## config.mk

```make
export PLATFORM = sky130hd
export DESIGN_NAME = tdr_store
export DESIGN_NICKNAME = d
export VERILOG_FILES = /design/src/rtl/tdr_pkg.sv /design/src/rtl/tdr_store.sv
export SDC_FILE = /design/constraint.sdc
export NUM_CORES = 2
export LEC_CHECK = 0
export ABC_AREA = 1
export BUFFER_PORTS_ARGS = -buffer_cell sky130_fd_sc_hd__clkbuf_2
export CELL_PAD_IN_SITES_DETAIL_PLACEMENT = 2
export CELL_PAD_IN_SITES_GLOBAL_PLACEMENT = 2
export CORE_MARGIN = 10
export CORE_UTILIZATION = 35
export DETAILED_ROUTE_END_ITERATION = 8
export PLACE_DENSITY_LB_ADDON = 0.12
export RECOVER_POWER = 100
export SYNTH_ARGS = -nofsm -noshare
export SYNTH_HDL_FRONTEND = slang
export SYNTH_SLANG_ARGS = --single-unit
```

## constraint.sdc

```tcl
create_clock -name clk -period 34.1 [get_ports clk]
set_input_delay 6.82 -clock clk [delete_from_list [all_inputs] [get_ports clk]]
set_output_delay 6.82 -clock clk [all_outputs]
set_load 0.03 [all_outputs]
```

## src/rtl/tdr_pkg.sv

```systemverilog
package tdr_pkg;

  // Width of the exact working arithmetic (products, sums and quotients).
  localparam int WIDE_W = 256;

  localparam int WINDOW_DEF = 16;

  localparam logic CMD_PUSH  = 1'b0;
  localparam logic CMD_QUERY = 1'b1;

  localparam logic [1:0] FIT_OK    = 2'd0;
  localparam logic [1:0] FIT_NONE  = 2'd1;
  localparam logic [1:0] FIT_DEGEN = 2'd2;

  typedef struct packed {
    logic [63:0] tick;
    logic [63:0] low;
    logic [63:0] high;
  } sample_t;

  typedef struct packed {
    logic start;
    logic sub;
  } mul_ctl_t;

endpackage

```

## src/rtl/tdr_store.sv

```systemverilog
module tdr_store #(
  parameter int WINDOW = tdr_pkg::WINDOW_DEF
) (
  input  logic                      clk,
  input  logic                      we,
  input  logic [$clog2(WINDOW)-1:0] waddr,
  input  tdr_pkg::sample_t          wdata,
  input  logic [$clog2(WINDOW)-1:0] raddr,
  output tdr_pkg::sample_t          rdata
);

  tdr_pkg::sample_t mem [WINDOW];

  always_ff @(posedge clk) begin
    if (we) begin
      mem[waddr] <= wdata;
    end
    rdata <= mem[raddr];
  end

endmodule

```

==> load_flow_metrics.sql <==
INSERT INTO impl_metrics (metric_group, metric, value, unit) VALUES
('routing', 'final_antenna_net_count', '0', ''),
('routing', 'drt_iter0_drc', '5664', ''),
('floorplanning', 'design.die.area', '401000', 'µm²'),
('floorplanning', 'placement_row_count', '225', ''),
('place', 'dp_hpwl', '230', 'mm'),
('pwr', 'power_leakage', '58.5', 'nW'),
('setup_path', 'critPathRequiredTime', '34.95', 'ns'),
('sta', 'timing.final.crit_share', '66.2', '%'),
('pwr', 'ir_worst_vdd', '0.0000427', 'V'),
('setup_path', 'path_class', 'in2reg', ''),
('setup_path', 'timing.critical_path.from_type', 'primary input', ''),
('clock_network', 'clock_insertion_delay_worst_skew', '0.94', 'ns'),
('clock_network', 'cts-hold-fix-buffers', '0', ''),
('floorplanning', 'ios', '394', ''),
('setup_path', 'crit_arrival', '23.41', 'ns'),
('synth', 'syn-num-nets', '11900', ''),
('synth', 'synthesis.area', '131000', 'µm²'),
('run', 'number_of_max_cap_violations', '94', ''),
('floorplanning', 'fp.dieW', '633', 'µm'),
('clock_network', 'clock-root-buffer', 'sky130_fd_sc_hd__clkbuf_16', ''),
('synth', 'synth_seq_area_share', '73.1', '%'),
('routing', 'detail_route.drc_violations', '0', ''),
('clock_network', 'ctsResizeCount', '0', ''),
('clock_network', 'number_of_buffers_created_by_cts', '372', ''),
('floorplanning', 'placeableCoreArea', '375000', 'µm²'),
('global_route', 'first_pass_grt_wire_length', '653', 'mm'),
('hold_path', 'hp-class', 'reg2reg', ''),
('synth', 'synth.yosys.warnings', '0', ''),
('routing', 'wl_per_cell', '25.7', 'µm'),
('floorplanning', 'floorplan.initialDensity', '35.1', '%'),
('outcome', 'violations_in_the_final_reports', 'capacitance limit, slew limit', ''),
('sta', 'rsz0062_at_grt', 'false', ''),
('global_route', 'global_routing_usage_summed_across_all_routing_layers', '21.7', '%'),
('sta', 'relSlewSlack', '-488', '%'),
('final_layout', 'post_route_cells_drive_above_1_share', '5.34', '%'),
('final_layout', 'layout.filler_cells', '38900', ''),
('setup_path', 'path_max_fanout', '250', ''),
('global_route', 'number_of_antenna_violations_at_the_first_check_in_global_routing', '90', ''),
('clock_network', 'post_cts_buffers', '0', ''),
('routing', 'vias', '88200', ''),
('sta', 'timing.final.hold_violations', '0', ''),
('setup_path', 'cp-end-kind', 'flip-flop', ''),
('pwr', 'pwr-share-seq', '49.6', '%'),
('sta', 'clock.fmax', '44.3', 'MHz'),
('pwr', 'swShare', '23.5', '%'),
('sta', 'worst-slew-pin-transition', '8.82', 'ns'),
('global_route', 'gr-total-overflow', '0', ''),
('floorplanning', 'die_height', '633', 'µm'),
('sta', 'max_slew_violation_count', '3549', ''),
('synth', 'post_synth.cell_area_avg', '11.3', 'µm²'),
('synth', 'synth_cell_type_count', '17', ''),
('synth', 'syn_inst', '11700', ''),
('global_route', 'first_global_vias', '97500', ''),
('routing', 'routed_wl', '445', 'mm'),
('pwr', 'power_frac_clock', '44.2', '%'),
('sta', 'clock-skew-final', '0.0255', 'ns'),
('setup_path', 'cpPeakStageDelay', '9.45', 'ns'),
('place', 'dpl_cell_area', '138000', 'µm²'),
('clock_network', 'path_clk_slew', '0.06', 'ns'),
('synth', 'post-synth-top-area-fraction', '70.2', '%'),
('synth', 'ys_seq_elements', '3264', ''),
('outcome', 'run_status', 'finished with violations', ''),
('global_route', 'grt_max_degree', '251', ''),
('final_layout', 'final_design_area_no_fill', '149000', 'µm²'),
('synth', 'yosys.area.top_type', 'sky130_fd_sc_hd__edfxtp_1', ''),
('place', 'port-buffer-count', '393', ''),
('setup_path', 'worst_path_cell_with_the_longest_stage_delay', 'sky130_fd_sc_hd__clkinvlp_2', ''),
('clock_network', 'cts.path.max_buffers', '4', ''),
('pwr', 'power_report.internal_total', '6.99', 'mW'),
('place', 'global_placer_s_final_weighted_congestion', '0.728', ''),
('clock_network', 'clock_sinks', '3264', '');
## path summary, 6_finish.rpt
kind / startpoint / endpoint / slack (ns) / depth (start not counted)
min reg2reg: mem[10][150]$_DFFE_PP_ / rdata[150]$_DFF_P_ / 0.64 / 6
min: mem[10][150]$_DFFE_PP_ / rdata[150]$_DFF_P_ / 0.64 / 6
max: raddr[0] / rdata[13]$_DFF_P_ / 11.54 / 9
max reg2reg: mem[4][36]$_DFFE_PP_ / rdata[36]$_DFF_P_ / 32.62 / 6
## cell usage after synthesis
| library cell | number |
|---|---|
| sky130_fd_sc_hd__inv_2 | 1 |
| sky130_fd_sc_hd__buf_2 | 374 |
| sky130_fd_sc_hd__edfxtp_1 | 3072 |
| sky130_fd_sc_hd__inv_1 | 1308 |
| sky130_fd_sc_hd__inv_4 | 1 |
| sky130_fd_sc_hd__nand3_1 | 2200 |
| sky130_fd_sc_hd__buf_6 | 28 |
| sky130_fd_sc_hd__nor2_1 | 17 |
| sky130_fd_sc_hd__dfxtp_1 | 192 |
| sky130_fd_sc_hd__or2_2 | 37 |
| sky130_fd_sc_hd__clkbuf_2 | 1 |
| sky130_fd_sc_hd__clkinv_1 | 1 |
| sky130_fd_sc_hd__clkbuf_1 | 127 |
| sky130_fd_sc_hd__nand3b_1 | 2 |
| sky130_fd_sc_hd__buf_4 | 75 |
| sky130_fd_sc_hd__buf_1 | 34 |
| sky130_fd_sc_hd__nand2_1 | 4210 |
## layer usage
layer,share of wire [%],global-route usage [%],wire [µm],vias up
met5,0.062,0,276,-
met4,2.5,5.45,11300,40
met3,3.8,3.12,17100,681
met2,50,38.3,221000,1401
met1,44,28.0,195000,46600
li1,-,-,-,39400
## final cells by class
cell class / instances / share of cell area (%)
antenna: 36 / 0.0604
clock buffer: 530 / 7.12
clock inverter: 158 / 1.03
inverter: 1311 / 3.32
multi-input combinational: 6466 / 18.2
sequential: 3264 / 64.4
tap: 4994 / 4.19
timing repair buffer: 546 / 1.66
## critical path, delay by kind of cell
| kind | cells | cell delay, ns |
|---|---|---|
| buf+inv | 4 | 15.45 |
| simple gates | 5 | 0.73 |
## layout by cell type, fill, tap and decap left out, types with 2 or more instances in the layout
cell                         instances
sky130_fd_sc_hd__or2_2              37
sky130_fd_sc_hd__edfxtp_1         3072
sky130_fd_sc_hd__clkbuf_16         386
sky130_fd_sc_hd__nand3b_1            2
sky130_fd_sc_hd__nand3_1          2200
sky130_fd_sc_hd__dfxtp_1           192
sky130_fd_sc_hd__clkbuf_1          573
sky130_fd_sc_hd__bufinv_16          28
sky130_fd_sc_hd__nor2_1             12
sky130_fd_sc_hd__buf_4              59
sky130_fd_sc_hd__clkinv_8            2
sky130_fd_sc_hd__inv_6               7
sky130_fd_sc_hd__clkinv_2           60
sky130_fd_sc_hd__inv_8               3
sky130_fd_sc_hd__buf_8               3
sky130_fd_sc_hd__clkinv_1           52
sky130_fd_sc_hd__clkbuf_8           42
sky130_fd_sc_hd__nor2_4              5
sky130_fd_sc_hd__clkbuf_2            3
sky130_fd_sc_hd__clkinvlp_4          6
sky130_fd_sc_hd__buf_12             10
sky130_fd_sc_hd__inv_1            1307
sky130_fd_sc_hd__nand2_1          4210
sky130_fd_sc_hd__diode_2            36
## logic make-up after synthesis
kind of cell / after synthesis / share of synthesized area (%)
buf+inv: 1950 / 6.30
flops: 3264 / 73.1
simple gates: 6466 / 20.6
## stage by stage
stage / util, % / hold slack, ns / power, mW / setup WS (ns) / cells
3_5_place_dp: 36.8 / 0.651 / 5.20 / 21.59 / 16600
5_1_grt: 39.8 / 0.714 / 9.48 / 11.57 / 17300
2_1_floorplan: - / 0.607 / 4.94 / 18.36 / 11700
3_3_place_gp: 36.8 / 0.629 / 5.18 / 21.75 / 16600
6_report: 39.8 / 0.644 / 9.14 / 11.54 / 17300
4_1_cts: 40.0 / 0.643 / 9.27 / 22.60 / 17300
## power groups by stage
stage | Combinational, mW | Clock (mW) | Sequential (mW)
3_3_place_gp | 0.575 | 0 | 4.61
5_1_grt | 0.641 | 4.30 | 4.54
3_5_place_dp | 0.592 | 0 | 4.61
2_1_floorplan | 0.287 | 0 | 4.66
4_1_cts | 0.597 | 4.15 | 4.53
6_report | 0.574 | 4.04 | 4.53
## state kept, by name, summed over array words and instances (netlist names)
name,count
rdata,192
mem,3072
(Power assumes the default switching activity.)
