[src/rtl/tdr_pkg.sv]
package tdr_pkg;

  // Width of the exact working arithmetic (products, sums and quotients).
  localparam int WIDE_W = 256;

  localparam int WINDOW_DEF = 16;

  localparam logic CMD_PUSH  = 1'b0;
  localparam logic CMD_QUERY = 1'b1;

  localparam logic [1:0] FIT_OK    = 2'd0;
  localparam logic [1:0] FIT_NONE  = 2'd1;
  localparam logic [1:0] FIT_DEGEN = 2'd2;

  typedef struct packed {
    logic [63:0] tick;
    logic [63:0] low;
    logic [63:0] high;
  } sample_t;

  typedef struct packed {
    logic start;
    logic sub;
  } mul_ctl_t;

endpackage

[src/rtl/tdr_mul.sv]
module tdr_mul #(
  parameter int B_W = 72
) (
  input  logic                         clk,
  input  logic                         rst_n,
  input  tdr_pkg::mul_ctl_t            ctl,
  input  logic [tdr_pkg::WIDE_W-1:0]   a,
  input  logic [B_W-1:0]               b,
  input  logic [tdr_pkg::WIDE_W-1:0]   init,
  output logic                         done,
  output logic [tdr_pkg::WIDE_W-1:0]   res
);

  localparam int WW  = tdr_pkg::WIDE_W;
  localparam int CNW = $clog2(B_W);

  logic [WW-1:0]  a_r;
  logic [B_W-1:0] b_r;
  logic [WW-1:0]  acc_r;
  logic [CNW-1:0] cnt_r;
  logic           sub_r;
  logic           busy_r;
  logic           done_r;
  logic           last;
  logic           m;
  logic [WW-1:0]  acc_nxt;

  // The top bit of b carries negative weight: its step inverts sub.
  assign last    = (cnt_r == CNW'(B_W - 1));
  assign m       = sub_r ^ last;
  assign acc_nxt = acc_r + (b_r[0] ? (a_r ^ {WW{m}}) : '0) + WW'(b_r[0] & m);

  always_ff @(posedge clk) begin
    if (!rst_n) begin
      busy_r <= 1'b0;
      done_r <= 1'b0;
    end else begin
      done_r <= 1'b0;
      if (ctl.start) begin
        a_r    <= a;
        b_r    <= b;
        acc_r  <= init;
        sub_r  <= ctl.sub;
        cnt_r  <= '0;
        busy_r <= 1'b1;
      end else if (busy_r) begin
        acc_r <= acc_nxt;
        a_r   <= a_r << 1;
        b_r   <= b_r >> 1;
        cnt_r <= cnt_r + CNW'(1);
        if (last) begin
          busy_r <= 1'b0;
          done_r <= 1'b1;
        end
      end
    end
  end

  assign done = done_r;
  assign res  = acc_r;

endmodule

[config.mk]
export PLATFORM = sky130hd
export DESIGN_NAME = tdr_mul
export DESIGN_NICKNAME = d
export VERILOG_FILES = /design/src/rtl/tdr_pkg.sv /design/src/rtl/tdr_mul.sv
export SDC_FILE = /design/constraint.sdc
export NUM_CORES = 2
export LEC_CHECK = 0
export ABC_CLOCK_PERIOD_IN_PS = 14710
export BUFFER_PORTS_ARGS = -buffer_cell sky130_fd_sc_hd__buf_4
export CAP_MARGIN = 30
export CORE_ASPECT_RATIO = 1.4
export CORE_MARGIN = 1.5
export CORE_UTILIZATION = 30
export CTS_CLUSTER_DIAMETER = 200
export DETAILED_ROUTE_END_ITERATION = 8
export PLACE_DENSITY_LB_ADDON = 0.15
export REMOVE_ABC_BUFFERS = 1
export SLEW_MARGIN = 5
export SYNTH_ARGS = -nofsm -noshare
export SYNTH_HDL_FRONTEND = slang
export SYNTH_SLANG_ARGS = --single-unit
[constraint.sdc]
create_clock -name clk -period 14.71 [get_ports clk]
set_input_delay 1.471 -clock clk [delete_from_list [all_inputs] [get_ports clk]]
set_output_delay 1.471 -clock clk [all_outputs]
set_load 0.01 [all_outputs]
==> impl_metrics.env <==
export IMPL_drtAntennaViolNets=0
export IMPL_synthArstFlopShare=0
export IMPL_fin_area_mm2=0.0581
export IMPL_synthXorXnorAreaFrac=0.0944
export IMPL_dp_cells=7902
export IMPL_clk_pin_slew_worst_paths_ps=60
export IMPL_cts_resized=0
export IMPL_yosys_warnings=0
export IMPL_antenna_found_initial=27
export IMPL_synth_top_family_by_area="compound AO/OA/AOI/OAI gates"
export IMPL_rows=172
export IMPL_min_path_type="reg2reg"
export IMPL_clockRootBuffer="clkbuf_16"
export IMPL_period_share=0.560
export IMPL_grt_total_usage=0.262
export IMPL_total_power_uw=6540
export IMPL_fp_dieArea_mm2=0.161
export IMPL_n_fill_cell=16300
export IMPL_vias=43300
export IMPL_synth_edff_count=592
export IMPL_area_growth_pct=22.5
export IMPL_die_x_um=339
export IMPL_p_sw_uw=2470
export IMPL_p_per_area_mw_per_mm2=113
export IMPL_dr_pass1_iters=6
export IMPL_io_buffer_count=844
export IMPL_cp_required_ps=15140
export IMPL_via_per_inst=5.38
export IMPL_place_area_mm2=0.0556
export IMPL_avgSynthCellArea_um2=9.09
export IMPL_nets=6735
export IMPL_cts_setup_buffers=0
export IMPL_cp_start_kind="flip-flop"
export IMPL_netSwitchingFraction=0.377
export IMPL_yosys_area_share_adder=0.0681
export IMPL_cts_buffers=72
export IMPL_hp_start="busy_r"
export IMPL_power_frac_comb=0.371
export IMPL_cts_tree="built"
export IMPL_internal_power_uw=4080
export IMPL_crit_arrival_ps=8660
export IMPL_fin_crit_ps=8240
export IMPL_slew_viol_final=0
export IMPL_max_slew_worst_pin_slew_ps=1300
export IMPL_finalHoldViolCount=0
export IMPL_synthFlopType="edfxtp_1"
export IMPL_wl_mm=218
export IMPL_finalSetupViolations=0
export IMPL_ir_drop_mv=0.0794
export IMPL_numClockSinks=594
export IMPL_initial_core_util=0.302
export IMPL_fmax_mhz=121
export IMPL_ctsHoldBuffers=0
export IMPL_p_leak_uw=0.0216
export IMPL_synth_area_mux_share=0.0812
export IMPL_syn_area_mm2=0.0474
export IMPL_final_util=0.370
export IMPL_grt_pass1_vias=44400
export IMPL_synth_cells=5218
export IMPL_ys_types=85
export IMPL_drt_iter0_markers=3367
export IMPL_wl_per_cell_um=27.1
export IMPL_dp_hpwl_mm=181
export IMPL_p_seq_frac=0.337
export IMPL_cts_buffer_depth=3
export IMPL_holdPathStages=2
export IMPL_place_congestion=0.984
export IMPL_htree_levels=3
export IMPL_ios=845
export IMPL_status="complete, no violations"
export IMPL_grt_overflow_total=0
export IMPL_grt_pass1_wl_mm=309
export IMPL_drive_above_1_share=0.233
export IMPL_cp_startpoint="cnt_r[3]"
export IMPL_die_y_um=473
export IMPL_coreArea_mm2=0.157
export IMPL_fin_cells=8039
export IMPL_skew_ps=30.3
export IMPL_clk_latency_ps=720
export IMPL_critical_path_class="reg2reg"
export IMPL_p_clk_frac=0.292
export IMPL_ys_ff_latch=594
export IMPL_synthSimpleGateAreaFrac=0.163
export IMPL_crit_fanout=58
export IMPL_ys_seq_area_frac=0.376
export IMPL_cp_end_kind="flip-flop"
export IMPL_drv_cap=0
export IMPL_drcViolationCount=0
export IMPL_r2r_start="cnt_r[3]"
export IMPL_grt_max_degree=157
export IMPL_reg2reg_depth=22
export IMPL_synth_compound_gate_area_share=0.188
export IMPL_rsz0062_at_grt="no"
export IMPL_slew_headroom=0.131
-- stage by stage --
step	setup slack (ps)	hold WS (ps)	setup TNS, ps
2_1_floorplan	-7310	415	-2070730
3_3_place_gp	6530	459	0
3_5_place_dp	6530	447	0
4_1_cts	6500	459	0
5_1_grt	6000	482	0
6_report	6470	463	0
-- layout by cell type, fill, tap and decap left out, types with 10 or more instances in the layout --
master and count:
clkbuf_1 10, o221ai_1 11, xor2_1 109, o31ai_1 27, clkinv_2 11, or3_1 12, and2_1 271, nor3_1 95
ha_1 255, xnor2_1 401, nand2b_1 20, or2_2 14, a21oi_1 525, a221oi_1 11, o211ai_1 15, a31oi_1 27
clkbuf_16 74, nand2_1 623, o21ai_1 15, o21bai_1 94, nor4_1 25, mux2_2 341, buf_4 875, nand4_1 149
a211oi_1 16, edfxtp_1 592, o21ai_0 551, nor2_1 311, and4_1 14, nor2b_1 16, o21a_1 40, a41oi_1 10
a21o_1 82, nand3_1 51, a21boi_0 22, inv_1 77
-- logic make-up (layout without fill, tap and decap cells) --
kind of cell | Yosys count | in the layout
muxes | 342 | 342
DFF | 594 | 594
buffers and inverters | 366 | 1090
AOI/OAI and AO/OA | 1522 | 1522
other | 0 | 9
and+or+nand+nor | 1626 | 1626
xor gates and xnor gates | 511 | 511
adders and majority gates | 257 | 257
-- cell usage after synthesis (15+ instances only) --
master,number,share of area
edfxtp_1,592,0.37
nor4_1,25,0.0033
ha_1,255,0.067
a21oi_1,525,0.055
a211oi_1,16,0.0025
o21ai_1,15,0.0016
nand2b_1,20,0.0026
o21ai_0,551,0.058
nand3_1,51,0.0054
nand4_1,149,0.020
nand2_1,623,0.049
nor2b_1,16,0.0021
o21bai_1,94,0.015
a21o_1,82,0.013
buf_2,27,0.0028
clkbuf_1,241,0.019
a31oi_1,27,0.0036
a21boi_0,22,0.0035
mux2_2,341,0.081
and2_1,271,0.036
nor3_1,95,0.010
nor2_1,311,0.025
xor2_1,110,0.020
o21a_1,41,0.0065
inv_1,77,0.0061
o31ai_1,27,0.0043
buf_1,16,0.0013
o211ai_1,15,0.0024
xnor2_1,401,0.074
-- per-layer routing --
metal / GRT usage / wire length (um) / up-vias
met5: 0 / 123 / -
met2: 0.468 / 109000 / 1390
met4: 0.0821 / 6350 / 20
met1: 0.311 / 87500 / 21200
met3: 0.0572 / 14900 / 246
li1: - / - / 20400
-- registers in the layout, summed over array words and instances (netlist names) --
register	flops
busy_r	1
a_r	256
done	1
res	256
cnt_r	7
b_r	72
sub_r	1
-- worst paths after layout --
path,endpoint,slack (ps)
max,res[208],6470
min,done,460
max reg2reg,res[208],6470
min reg2reg,done,460
-- power by group through the flow --
stage	combinational (uW)	sequential [uW]	clock, uW
2_1_floorplan	1450	2270	0
3_3_place_gp	2400	2240	0
3_5_place_dp	2400	2240	0
4_1_cts	2420	2210	1960
5_1_grt	2630	2220	2000
6_report	2430	2200	1910
-- critical path: stages, from the launching register on --
cell and delay, ps:
edfxtp_1 450, nor4b_1 350, nand3_1 270, xor2_4 180
buf_4 510, buf_4 840, xnor2_1 100, and2_1 190
ha_1 430, nand4_1 310, nor3_1 600, nand3_1 240
nor4_1 260, o211ai_1 340, a2111oi_1 570, buf_4 210
nor3_1 110, o21ai_1 370, a21oi_1 250, o31ai_1 690
a31oi_1 300, xor2_1 200, o21ai_0 90
-- layout make-up --
| class | count | area, um^2 | area share |
|---|---|---|---|
| antenna | 9 | 22.5 | 0.000387 |
| sequential | 594 | 17800 | 0.307 |
| clock buffer | 86 | 1920 | 0.0330 |
| inverter | 77 | 289 | 0.00497 |
| timing repair buffer | 887 | 6760 | 0.116 |
| multi-input combinational | 4258 | 28200 | 0.485 |
| tap | 2088 | 2610 | 0.0449 |
| clock inverter | 40 | 492 | 0.00846 |
Power figures use the tool's default switching activity.
